==> src/telemetry_frame_encoder_macros.svh <==
// Assertion macros for the telemetry frame encoder.
// Used by the top level; relies on signals named clk and rst in scope.
`ifndef TELEMETRY_FRAME_ENCODER_MACROS_SVH
`define TELEMETRY_FRAME_ENCODER_MACROS_SVH
`ifndef SYNTHESIS
`define TFE_ASSERT_NOW(lbl, ante, cons) \
  lbl: assert property (@(posedge clk) disable iff (rst) (ante) |-> (cons)) \
    else $error("telemetry frame encoder check failed");
`define TFE_ASSERT_NEXT(lbl, ante, cons) \
  lbl: assert property (@(posedge clk) disable iff (rst) (ante) |=> (cons)) \
    else $error("telemetry frame encoder check failed");
`else
`define TFE_ASSERT_NOW(lbl, ante, cons)
`define TFE_ASSERT_NEXT(lbl, ante, cons)
`endif
`endif

==> src/tfe_pkg.sv <==
// Shared types, constants and the checksum function of the telemetry frame encoder.
// No dependencies.
package tfe_pkg;

  localparam int FRAME_BYTES = 8;
  localparam int BYTE_IDX_W  = $clog2(FRAME_BYTES);
  localparam int QUEUE_DEPTH = 2;

  localparam logic [7:0] MARK_FLAG = 8'h7E;
  localparam logic [7:0] MARK_ESC  = 8'h7D;
  localparam logic [7:0] ESC_FLAG  = 8'h5E;
  localparam logic [7:0] ESC_ESC   = 8'h5D;
  localparam logic [7:0] CK_BASE   = 8'hFF;

  // Byte 0 goes on the line first; byte 7 is the checksum.
  typedef logic [FRAME_BYTES-1:0][7:0] frame_t;

  typedef struct packed {
    logic full;
    logic empty;
  } queue_status_t;

  // The sum of seven bytes fits in 11 bits; its high part is folded back in.
  function automatic logic [7:0] frame_checksum(input logic [7:0]  header_byte,
                                                input logic [15:0] value_id,
                                                input logic [31:0] value_word);
    logic [10:0] total;
    logic [10:0] folded;
    total = 11'(header_byte) + 11'(value_id[7:0]) + 11'(value_id[15:8])
          + 11'(value_word[7:0]) + 11'(value_word[15:8])
          + 11'(value_word[23:16]) + 11'(value_word[31:24]);
    folded = total + (total >> 8);
    return CK_BASE - folded[7:0];
  endfunction

endpackage

==> src/tfe_front.sv <==
// Front end: accepts payloads, computes the checksum and packs the frame.
// Depends on tfe_pkg; feeds the frame queue.
module tfe_front import tfe_pkg::*; (
  input  logic          in_valid,
  output logic          in_stall,
  input  logic [7:0]    header_byte,
  input  logic [15:0]   value_id,
  input  logic [31:0]   value_word,
  input  queue_status_t q_stat,
  output logic          push,
  output frame_t        push_frame
);

  assign in_stall = q_stat.full;
  assign push     = in_valid && !q_stat.full;

  always_comb begin
    push_frame[0] = header_byte;
    push_frame[1] = value_id[7:0];
    push_frame[2] = value_id[15:8];
    push_frame[3] = value_word[7:0];
    push_frame[4] = value_word[15:8];
    push_frame[5] = value_word[23:16];
    push_frame[6] = value_word[31:24];
    push_frame[7] = frame_checksum(header_byte, value_id, value_word);
  end

endmodule

==> src/tfe_queue.sv <==
// Short frame queue between the front end and the byte serializer.
// Depends on tfe_pkg for the frame and status types.
module tfe_queue import tfe_pkg::*; #(
  parameter int Depth = QUEUE_DEPTH
) (
  input  logic          clk,
  input  logic          rst,
  input  logic          push,
  input  frame_t        push_frame,
  input  logic          pop,
  output frame_t        head,
  output queue_status_t q_stat
);

  localparam int PTR_W = (Depth > 1) ? $clog2(Depth) : 1;
  localparam int CNT_W = $clog2(Depth + 1);

  frame_t             slots [Depth];
  logic [PTR_W-1:0]   wr_ptr;
  logic [PTR_W-1:0]   rd_ptr;
  logic [CNT_W-1:0]   count;
  logic               do_push;
  logic               do_pop;

  assign q_stat.full  = (count == CNT_W'(Depth));
  assign q_stat.empty = (count == '0);
  assign do_push      = push && !q_stat.full;
  assign do_pop       = pop && !q_stat.empty;
  assign head         = slots[rd_ptr];

  always_ff @(posedge clk) begin
    if (rst) begin
      wr_ptr <= '0;
      rd_ptr <= '0;
      count  <= '0;
    end else begin
      if (do_push) begin
        wr_ptr <= (wr_ptr == PTR_W'(Depth - 1)) ? '0 : wr_ptr + 1'b1;
      end
      if (do_pop) begin
        rd_ptr <= (rd_ptr == PTR_W'(Depth - 1)) ? '0 : rd_ptr + 1'b1;
      end
      if (do_push && !do_pop) begin
        count <= count + 1'b1;
      end else if (do_pop && !do_push) begin
        count <= count - 1'b1;
      end
    end
  end

  always_ff @(posedge clk) begin
    if (do_push) begin
      slots[wr_ptr] <= push_frame;
    end
  end

endmodule

==> src/tfe_back.sv <==
// Back end: walks the head frame byte by byte, stuffs flag and escape bytes
// and holds each line byte in the output register. Depends on tfe_pkg.
module tfe_back import tfe_pkg::*; (
  input  logic          clk,
  input  logic          rst,
  input  frame_t        head,
  input  queue_status_t q_stat,
  output logic          pop,
  output logic          out_valid,
  input  logic          out_stall,
  output logic [7:0]    out_byte,
  output logic          last_byte,
  output logic          esc_pending
);

  localparam logic [BYTE_IDX_W-1:0] LAST_IDX = BYTE_IDX_W'(FRAME_BYTES - 1);

  logic [BYTE_IDX_W-1:0] idx;
  logic [BYTE_IDX_W-1:0] idx_next;
  logic                  esc_pending_next;
  logic                  out_valid_next;
  logic [7:0]            out_byte_next;
  logic                  last_byte_next;
  logic                  load;
  logic                  advance;
  logic [7:0]            cur;
  logic                  is_mark;

  assign load    = !out_valid || !out_stall;
  assign cur     = head[idx];
  assign is_mark = (cur == MARK_FLAG) || (cur == MARK_ESC);

  always_comb begin
    out_valid_next   = out_valid;
    out_byte_next    = out_byte;
    last_byte_next   = last_byte;
    esc_pending_next = esc_pending;
    advance          = 1'b0;
    if (load) begin
      out_valid_next = !q_stat.empty;
      if (!q_stat.empty) begin
        if (esc_pending) begin
          out_byte_next    = (cur == MARK_FLAG) ? ESC_FLAG : ESC_ESC;
          last_byte_next   = (idx == LAST_IDX);
          esc_pending_next = 1'b0;
          advance          = 1'b1;
        end else if (is_mark) begin
          out_byte_next    = MARK_ESC;
          last_byte_next   = 1'b0;
          esc_pending_next = 1'b1;
        end else begin
          out_byte_next  = cur;
          last_byte_next = (idx == LAST_IDX);
          advance        = 1'b1;
        end
      end
    end
  end

  // The frame leaves the queue together with its final line byte.
  assign pop      = advance && (idx == LAST_IDX);
  assign idx_next = !advance ? idx : ((idx == LAST_IDX) ? '0 : idx + 1'b1);

  always_ff @(posedge clk) begin
    if (rst) begin
      idx         <= '0;
      esc_pending <= 1'b0;
      out_valid   <= 1'b0;
    end else begin
      idx         <= idx_next;
      esc_pending <= esc_pending_next;
      out_valid   <= out_valid_next;
    end
  end

  always_ff @(posedge clk) begin
    out_byte  <= out_byte_next;
    last_byte <= last_byte_next;
  end

endmodule

==> src/telemetry_frame_encoder.sv <==
// Telemetry frame encoder, top level. Holds the front end, frame queue and
// serializer; depends on tfe_pkg and telemetry_frame_encoder_macros.svh.
//
// The input channel takes one payload request (header_byte, value_id,
// value_word) per cycle while the frame queue has room; in_stall rises only
// when the queue is full. The output channel gives 8 to 16 line bytes per request,
// low bytes first, checksum last, with 0x7E and 0x7D escaped as two bytes.
// last_byte marks the final byte of each frame.
// When the serializer is idle, an accepted payload is first written into the
// queue and its first byte is then loaded into the output register. A frame
// is 8 to 16 line bytes on the output, and frames follow each other with no
// gap, so the serializer's one byte per cycle, while the output is not
// stalled, sets the sustained rate; the queue lets the input run ahead.
// A stall on the output holds the current byte and freezes the serializer;
// the input keeps accepting until the queue is full.
// Reset empties the queue and drops any frame that is partly sent.
`include "telemetry_frame_encoder_macros.svh"

module telemetry_frame_encoder import tfe_pkg::*; #(
  parameter int QueueDepth = QUEUE_DEPTH
) (
  input  logic        clk,
  input  logic        rst,
  input  logic        in_valid,
  output logic        in_stall,
  input  logic [7:0]  header_byte,
  input  logic [15:0] value_id,
  input  logic [31:0] value_word,
  output logic        out_valid,
  input  logic        out_stall,
  output logic [7:0]  out_byte,
  output logic        last_byte
);

  queue_status_t q_stat;
  frame_t        push_frame;
  frame_t        head;
  logic          push;
  logic          pop;
  logic          esc_pending;

  tfe_front u_front (
    .in_valid    (in_valid),
    .in_stall    (in_stall),
    .header_byte (header_byte),
    .value_id    (value_id),
    .value_word  (value_word),
    .q_stat      (q_stat),
    .push        (push),
    .push_frame  (push_frame)
  );

  tfe_queue #(
    .Depth (QueueDepth)
  ) u_queue (
    .clk        (clk),
    .rst        (rst),
    .push       (push),
    .push_frame (push_frame),
    .pop        (pop),
    .head       (head),
    .q_stat     (q_stat)
  );

  tfe_back u_back (
    .clk         (clk),
    .rst         (rst),
    .head        (head),
    .q_stat      (q_stat),
    .pop         (pop),
    .out_valid   (out_valid),
    .out_stall   (out_stall),
    .out_byte    (out_byte),
    .last_byte   (last_byte),
    .esc_pending (esc_pending)
  );

  // An accepted payload is always waiting in the queue on the next cycle.
  `TFE_ASSERT_NEXT(a_push_lands, in_valid && !in_stall, !q_stat.empty)
  // A flag byte never reaches the line unescaped.
  `TFE_ASSERT_NOW(a_no_raw_flag, out_valid, out_byte != MARK_FLAG)
  // An escape byte is never the frame's last byte.
  `TFE_ASSERT_NOW(a_esc_not_last, out_valid && out_byte == MARK_ESC, !last_byte && esc_pending)
  // A taken escape byte is followed at once by its substitute.
  `TFE_ASSERT_NEXT(a_esc_follow, out_valid && !out_stall && out_byte == MARK_ESC, out_valid && (out_byte == ESC_FLAG || out_byte == ESC_ESC))

endmodule

==> config.mk <==
export PLATFORM = sky130hd
export DESIGN_NAME = telemetry_frame_encoder
export DESIGN_NICKNAME = d
export VERILOG_FILES = /design/src/tfe_pkg.sv /design/src/tfe_front.sv /design/src/tfe_queue.sv /design/src/tfe_back.sv /design/src/telemetry_frame_encoder.sv
export VERILOG_INCLUDE_DIRS = /design/src /design/src/src
export SDC_FILE = /design/constraint.sdc
export NUM_CORES = 1
export LEC_CHECK = 0
export ABC_AREA = 0
export BUFFER_PORTS_ARGS = -buffer_cell sky130_fd_sc_hd__buf_2
export CAP_MARGIN = 20
export CORE_MARGIN = 3
export CORE_UTILIZATION = 45
export DETAILED_ROUTE_END_ITERATION = 6
export PLACE_DENSITY = 0.71
export SLEW_MARGIN = 20
export SYNTH_ARGS = -nofsm -noshare
export SYNTH_HDL_FRONTEND = slang
export SYNTH_SLANG_ARGS = --single-unit
==> constraint.sdc <==
create_clock -name clk -period 17.09 [get_ports clk]
set_clock_uncertainty 0.05 [all_clocks]
set_input_delay 2.5635 -clock clk [delete_from_list [all_inputs] [get_ports clk]]
set_output_delay 2.5635 -clock clk [all_outputs]
set_load 0.01 [all_outputs]
# Word-level counts from Yosys, hierarchy flattened
# Memory sizes are Yosys's and may differ from the RTL's. A register that Yosys moved wholly into a read port is not among the register bits.
# Cells that the tools add are included.
[op_classes] magnitude_cmp=1 n_bitwise=1 n_eq_ne=4 add_sub_neg=13 reduce_logical=17 muxes=22
[ops] cell="11-bit by 8-bit adder with 11-bit output" n=5
[ops] cell="8-bit binary-select mux with 3-bit select" n=1
[ops] cell="8-bit two-way mux" n=3
[ops] cell="8-bit by 7-bit equality test with 1-bit output, second input constant" n=2
[ops] cell="1-bit two-way mux" n=14
[ops] cell="8-bit by 8-bit adder with 9-bit output" n=1
[ops] cell="8-bit by 3-bit adder with 8-bit output" n=1
[ops] cell="8-bit subtractor, first input constant" n=1
[ops] cell="1-bit logical AND" n=6
[ops] cell="1-bit logical NOT" n=6
[ops] cell="2-bit two-way mux" n=3
[ops] cell="3-bit by 4-bit less-than comparator with 1-bit output, second input constant" n=1
[ops] cell="3-bit by 1-bit adder with 3-bit output, second input constant" n=1
[ops] cell="3-bit equality test, second input constant" n=1
[ops] cell="3-bit two-way mux" n=1
[ops] cell="1-bit adder, second input constant" n=2
[ops] cell="2-bit by 1-bit adder with 2-bit output, second input constant" n=1
[ops] cell="2-bit equality test, second input constant" n=1
[ops] cell="2-bit logical NOT" n=1
[ops] cell="1-bit logical OR" n=2
[ops] cell="2-bit AND reduction" n=1
[ops] cell="2-bit nonzero test" n=1
[ops] cell="2-bit by 1-bit subtractor with 2-bit output, second input constant" n=1
[ops] cell="1-bit NOT" n=1
[totals] inputBits=60 ramBits=128 memories=1 out_inout_bits=11 reg_bits=18 word_cells=67
[memory_table] memory="u_queue.slots" depth=2 word_bits=64 rd=1 rd_ports_with_merged_regs=1 wr=1 line="tfe_queue.sv:18" rtl="frame_t slots [Depth];"

# Logic depth before layout (Yosys ltp)
[logic_depth] word_depth=13 depth_mapped=27 ltp_nobuf=27

# Hierarchy
# Synthesis repeated with hierarchy kept, for this count alone.
[hier_totals] cells_unflattened=552 area_unflattened_um2=8111.5
[by_module_without_submodules] module="tfe_queue" seq_area_each_um2=3943.8 cells_per_inst=224 area_each_um2=4832.1 n_inst=1
[by_module_without_submodules] module="tfe_front" seq_area_each_um2=0.0 cells_per_inst=239 area_each_um2=2059.5 n_inst=1
[by_module_without_submodules] module="tfe_back" seq_area_each_um2=370.4 cells_per_inst=89 area_each_um2=1219.9 n_inst=1

# Least setup slack after synthesis
# OpenSTA, ideal clock, no wires.
[synth_timing] path_type="input to register" startpoint="input port header_byte[0]" endpoint="memory u_queue.slots[0][63] (netlist bit) (data pin)" n_path_buf=0 required_ns=16.775 path_stages=27 arrival_time_ns=7.680 slack_ns=9.094 setup_ns=0.265 path_cell_list="ha_1 -> inv_1 -> fa_1 -> inv_1 -> a21oi_1 -> o21ai_0 -> xor2_1 -> fa_1 -> inv_1 -> fa_1 -> fa_1 -> inv_1 -> ha_1 -> a21oi_1 -> o21bai_1 -> a21oi_1 -> o21ai_0 -> xor2_1 -> inv_1 -> ha_1 -> nor2b_1 -> o21ai_0 -> nand2b_1 -> nor3b_1 -> nand3_1 -> xor2_1 -> xnor2_1"
[synth_rtl] element="from (decl)" line="telemetry_frame_encoder.sv:26" rtl="input logic [7:0] header_byte,"
[synth_rtl] element="to (decl)" line="tfe_queue.sv:18"

==> flow_metrics.tcl <==
set metrics [dict create \
    port_buffers 70 \
    dpl_cell_area_um2 7880 \
    start_util 0.469 \
    drt_iter0_markers 348 \
    drc_errors 0 \
    die_h_um 133 \
    vdd_drop_max_mv 0.0994 \
    powerDensity_nw_per_um2 162 \
    antenna_found_initial 2 \
    routedWlPerCell_um 18.1 \
    min_path_cells 2 \
    grt_util_all_layers 0.171 \
    nets 656 \
    synth.most_common_cell "edfxtp_1" \
    root_buffer "clkbuf_16" \
    fin_crit_sh 0.482 \
    cts_tree "done" \
    synth_seq_cells 147 \
    syn_avg_cell_area_um2 16.0 \
    htree_levels 4 \
    area_growth_pct 15.7 \
    drv_slew 0 \
    pin_count 71 \
    grt_pass1_wl_um 22800 \
    tns_ns 0 \
    max_freq_mhz 121 \
    criticalPathCategory "in2reg" \
    synth_top_area_frac 0.564 \
    die_area_um2 17800 \
    dr.pass1.iters 4 \
    first_global_vias 4311 \
    globalplace.congestion 0.770 \
    synth_area_leaders "edfxtp_1 (56%), mux4_2 (9.9%), fa_1 (9.3%), ha_1 (4.1%), inv_1 (3.7%)" \
    gr-total-overflow 0 \
    drive_above_1_share 0.265 \
    syn_nets 574 \
    ant_nets 0 \
    stdcell_area_um2 8440 \
    syn-instance-count 456 \
    synth_common_cells "edfxtp_1 (137), inv_1 (71), fa_1 (34)" \
    worstPathMaxFanout 3 \
    crit_arrival_ns 8.34 \
    hold_path_end "u_back.out_valid" \
    clock_sinks 147 \
    fin_util 0.543 \
    grt_max_degree 65 \
    row_count 45 \
    die_x_um 133 \
    r2r_end "u_queue.count[1]" \
    ys.warnings.count 0 \
    clk_path_buf_depth 2 \
    n_antenna_cell 0 \
    r2r_slack_ns 13.65 \
    ys_types 40 \
    hp-start "u_back.out_valid" \
    min_path_type "reg2reg" \
    cp.required_ns 17.19 \
    synth_flop_cell "edfxtp_1" \
    rsz0062_at_grt "no" \
    outcome "finished clean" \
    cp-end-kind "flop" \
    drt-total-wl_um 13800 \
    p_leak_nw 3.31 \
    period_needed_ns 8.24 \
    synth-edff-count 137 \
    hold_ws_ns 0.421 \
    hold_buffers 0 \
    vias_per_cell 5.18 \
    setup_viol 0 \
    hold_viol 0 \
    post_cts_buffers 0 \
    worstSetupStartpointType "input port" \
    fin_cells 762 \
    worst_pin_slew_ns 0.930 \
    relSlewSlack 0.380 \
    rr_worst_depth 9 \
    cts-resized-gates 0 \
    yosysTopAreaCell "edfxtp_1" \
    place_hpwl_um 9600 \
    cts_buffers 17 \
    clkLatencyLatePin_ns 0.42 \
    placed_cells 730 \
    yosysSeqAreaShare 0.591 \
    num_vias 3950 \
    syn_area_um2 7300 \
    synth-async-reset-ratio 0 \
    maxCapViolCount 0 \
    clkSlewWorstSetupHoldPaths_ns 0.06 \
    coreArea_um2 15500 \
]
-- worst max-delay path by stage --
| stage | to | cells after the start | start | slack (ns) |
|---|---|---|---|---|
| finish | u_queue.slots[1][63] | 28 | header_byte[0] | 8.85 |
| CTS | u_queue.slots[1][63] | 28 | header_byte[0] | 8.85 |
| floorplan | u_queue.slots[0][63] | 27 | header_byte[0] | 9.09 |
| global route | u_queue.slots[1][63] | 28 | header_byte[0] | 8.48 |
| detailed placement | u_queue.slots[0][63] | 28 | value_id[0] | 8.46 |
| global placement | u_queue.slots[0][63] | 28 | header_byte[0] | 8.63 |
-- worst max-delay path, cell delays in order --
cell	delay, ns
buf_2	0.10
ha_1	0.19
inv_1	0.06
fa_1	0.40
inv_1	0.07
a21oi_1	0.08
o21ai_0	0.30
a21o_1	0.19
a21o_1	0.16
xor2_1	0.23
fa_1	0.46
inv_1	0.09
fa_1	0.42
fa_1	0.55
inv_1	0.04
ha_1	0.32
a21oi_1	0.23
o21ai_0	0.15
xor2_1	0.25
inv_1	0.08
ha_1	0.28
nor2b_1	0.12
o21ai_0	0.14
nand2b_1	0.11
nor3b_1	0.31
nand3_1	0.14
xor2_1	0.17
xnor2_1	0.15
-- registers in the layout, summed over array words and instances, names as in the netlist, named ones only --
name                count
u_back.out_byte         8
u_back.out_valid        1
u_queue.wr_ptr          1
u_queue.slots         128
u_queue.rd_ptr          1
u_queue.count           2
u_back.last_byte        1
u_back.esc_pending      1
u_back.idx              3
-- layout make-up --
| type | count | area [µm²] |
|---|---|---|
| multi-input combinational | 226 | 2650 |
| clock inverter | 4 | 20.0 |
| timing repair buffer | 75 | 388 |
| tap | 211 | 264 |
| inverter | 71 | 267 |
| sequential | 147 | 4320 |
| fill | 1278 | 7100 |
| clock buffer | 28 | 538 |
-- routing by layer --
layer / wire, µm / part of all wire / GRT usage
met1: 5670 / 0.41 / 0.216
met5: 27 / 0.0020 / 0
met3: 851 / 0.062 / 0.0570
met4: 270 / 0.020 / 0.0697
met2: 6990 / 0.51 / 0.272
-- logic make-up (layout without fill, tap and decap cells) --
kind of cell | Yosys count | count (layout) | share of synthesized area
AO/OA/AOI/OAI | 51 | 51 | 0.0503
adder cells (fa/ha/maj) | 58 | 58 | 0.134
AND/OR/NAND/NOR | 53 | 53 | 0.0379
XOR/XNOR | 24 | 24 | 0.0288
multiplexers | 40 | 40 | 0.110
flip-flops | 147 | 147 | 0.591
buffers and inverters | 83 | 178 | 0.0472
-- where the power goes --
group,switching (W),internal [W]
Sequential,0.0000143,0.000507
Clock,0.000134,0.000213
Combinational,0.000289,0.000212
-- cell usage in the layout, fill, tap and decap left out, types with 3 or more instances in the layout --
master,instances
nand2b_1,6
xnor2_1,10
a22o_1,3
a21oi_1,16
fa_1,34
nand2_1,12
nor2b_1,6
nand3_1,7
xor2_1,14
buf_4,5
clkinv_2,4
clkbuf_16,18
a22oi_1,10
edfxtp_1,137
mux4_2,32
buf_2,70
nor2_1,11
a21o_1,8
dfxtp_1,9
clkbuf_8,5
ha_1,24
o21ai_0,8
clkbuf_1,5
mux2i_1,6
inv_1,71
-- stage by stage --
stage / setup slack (ns) / power (W)
after floorplan: 9.09 / 0.000901
final: 8.85 / 0.00137
after CTS: 8.85 / 0.00138
after detailed placement: 8.46 / 0.00103
after global routing: 8.48 / 0.00147
after global placement: 8.63 / 0.00101
Power figures use the tool's default switching activity.
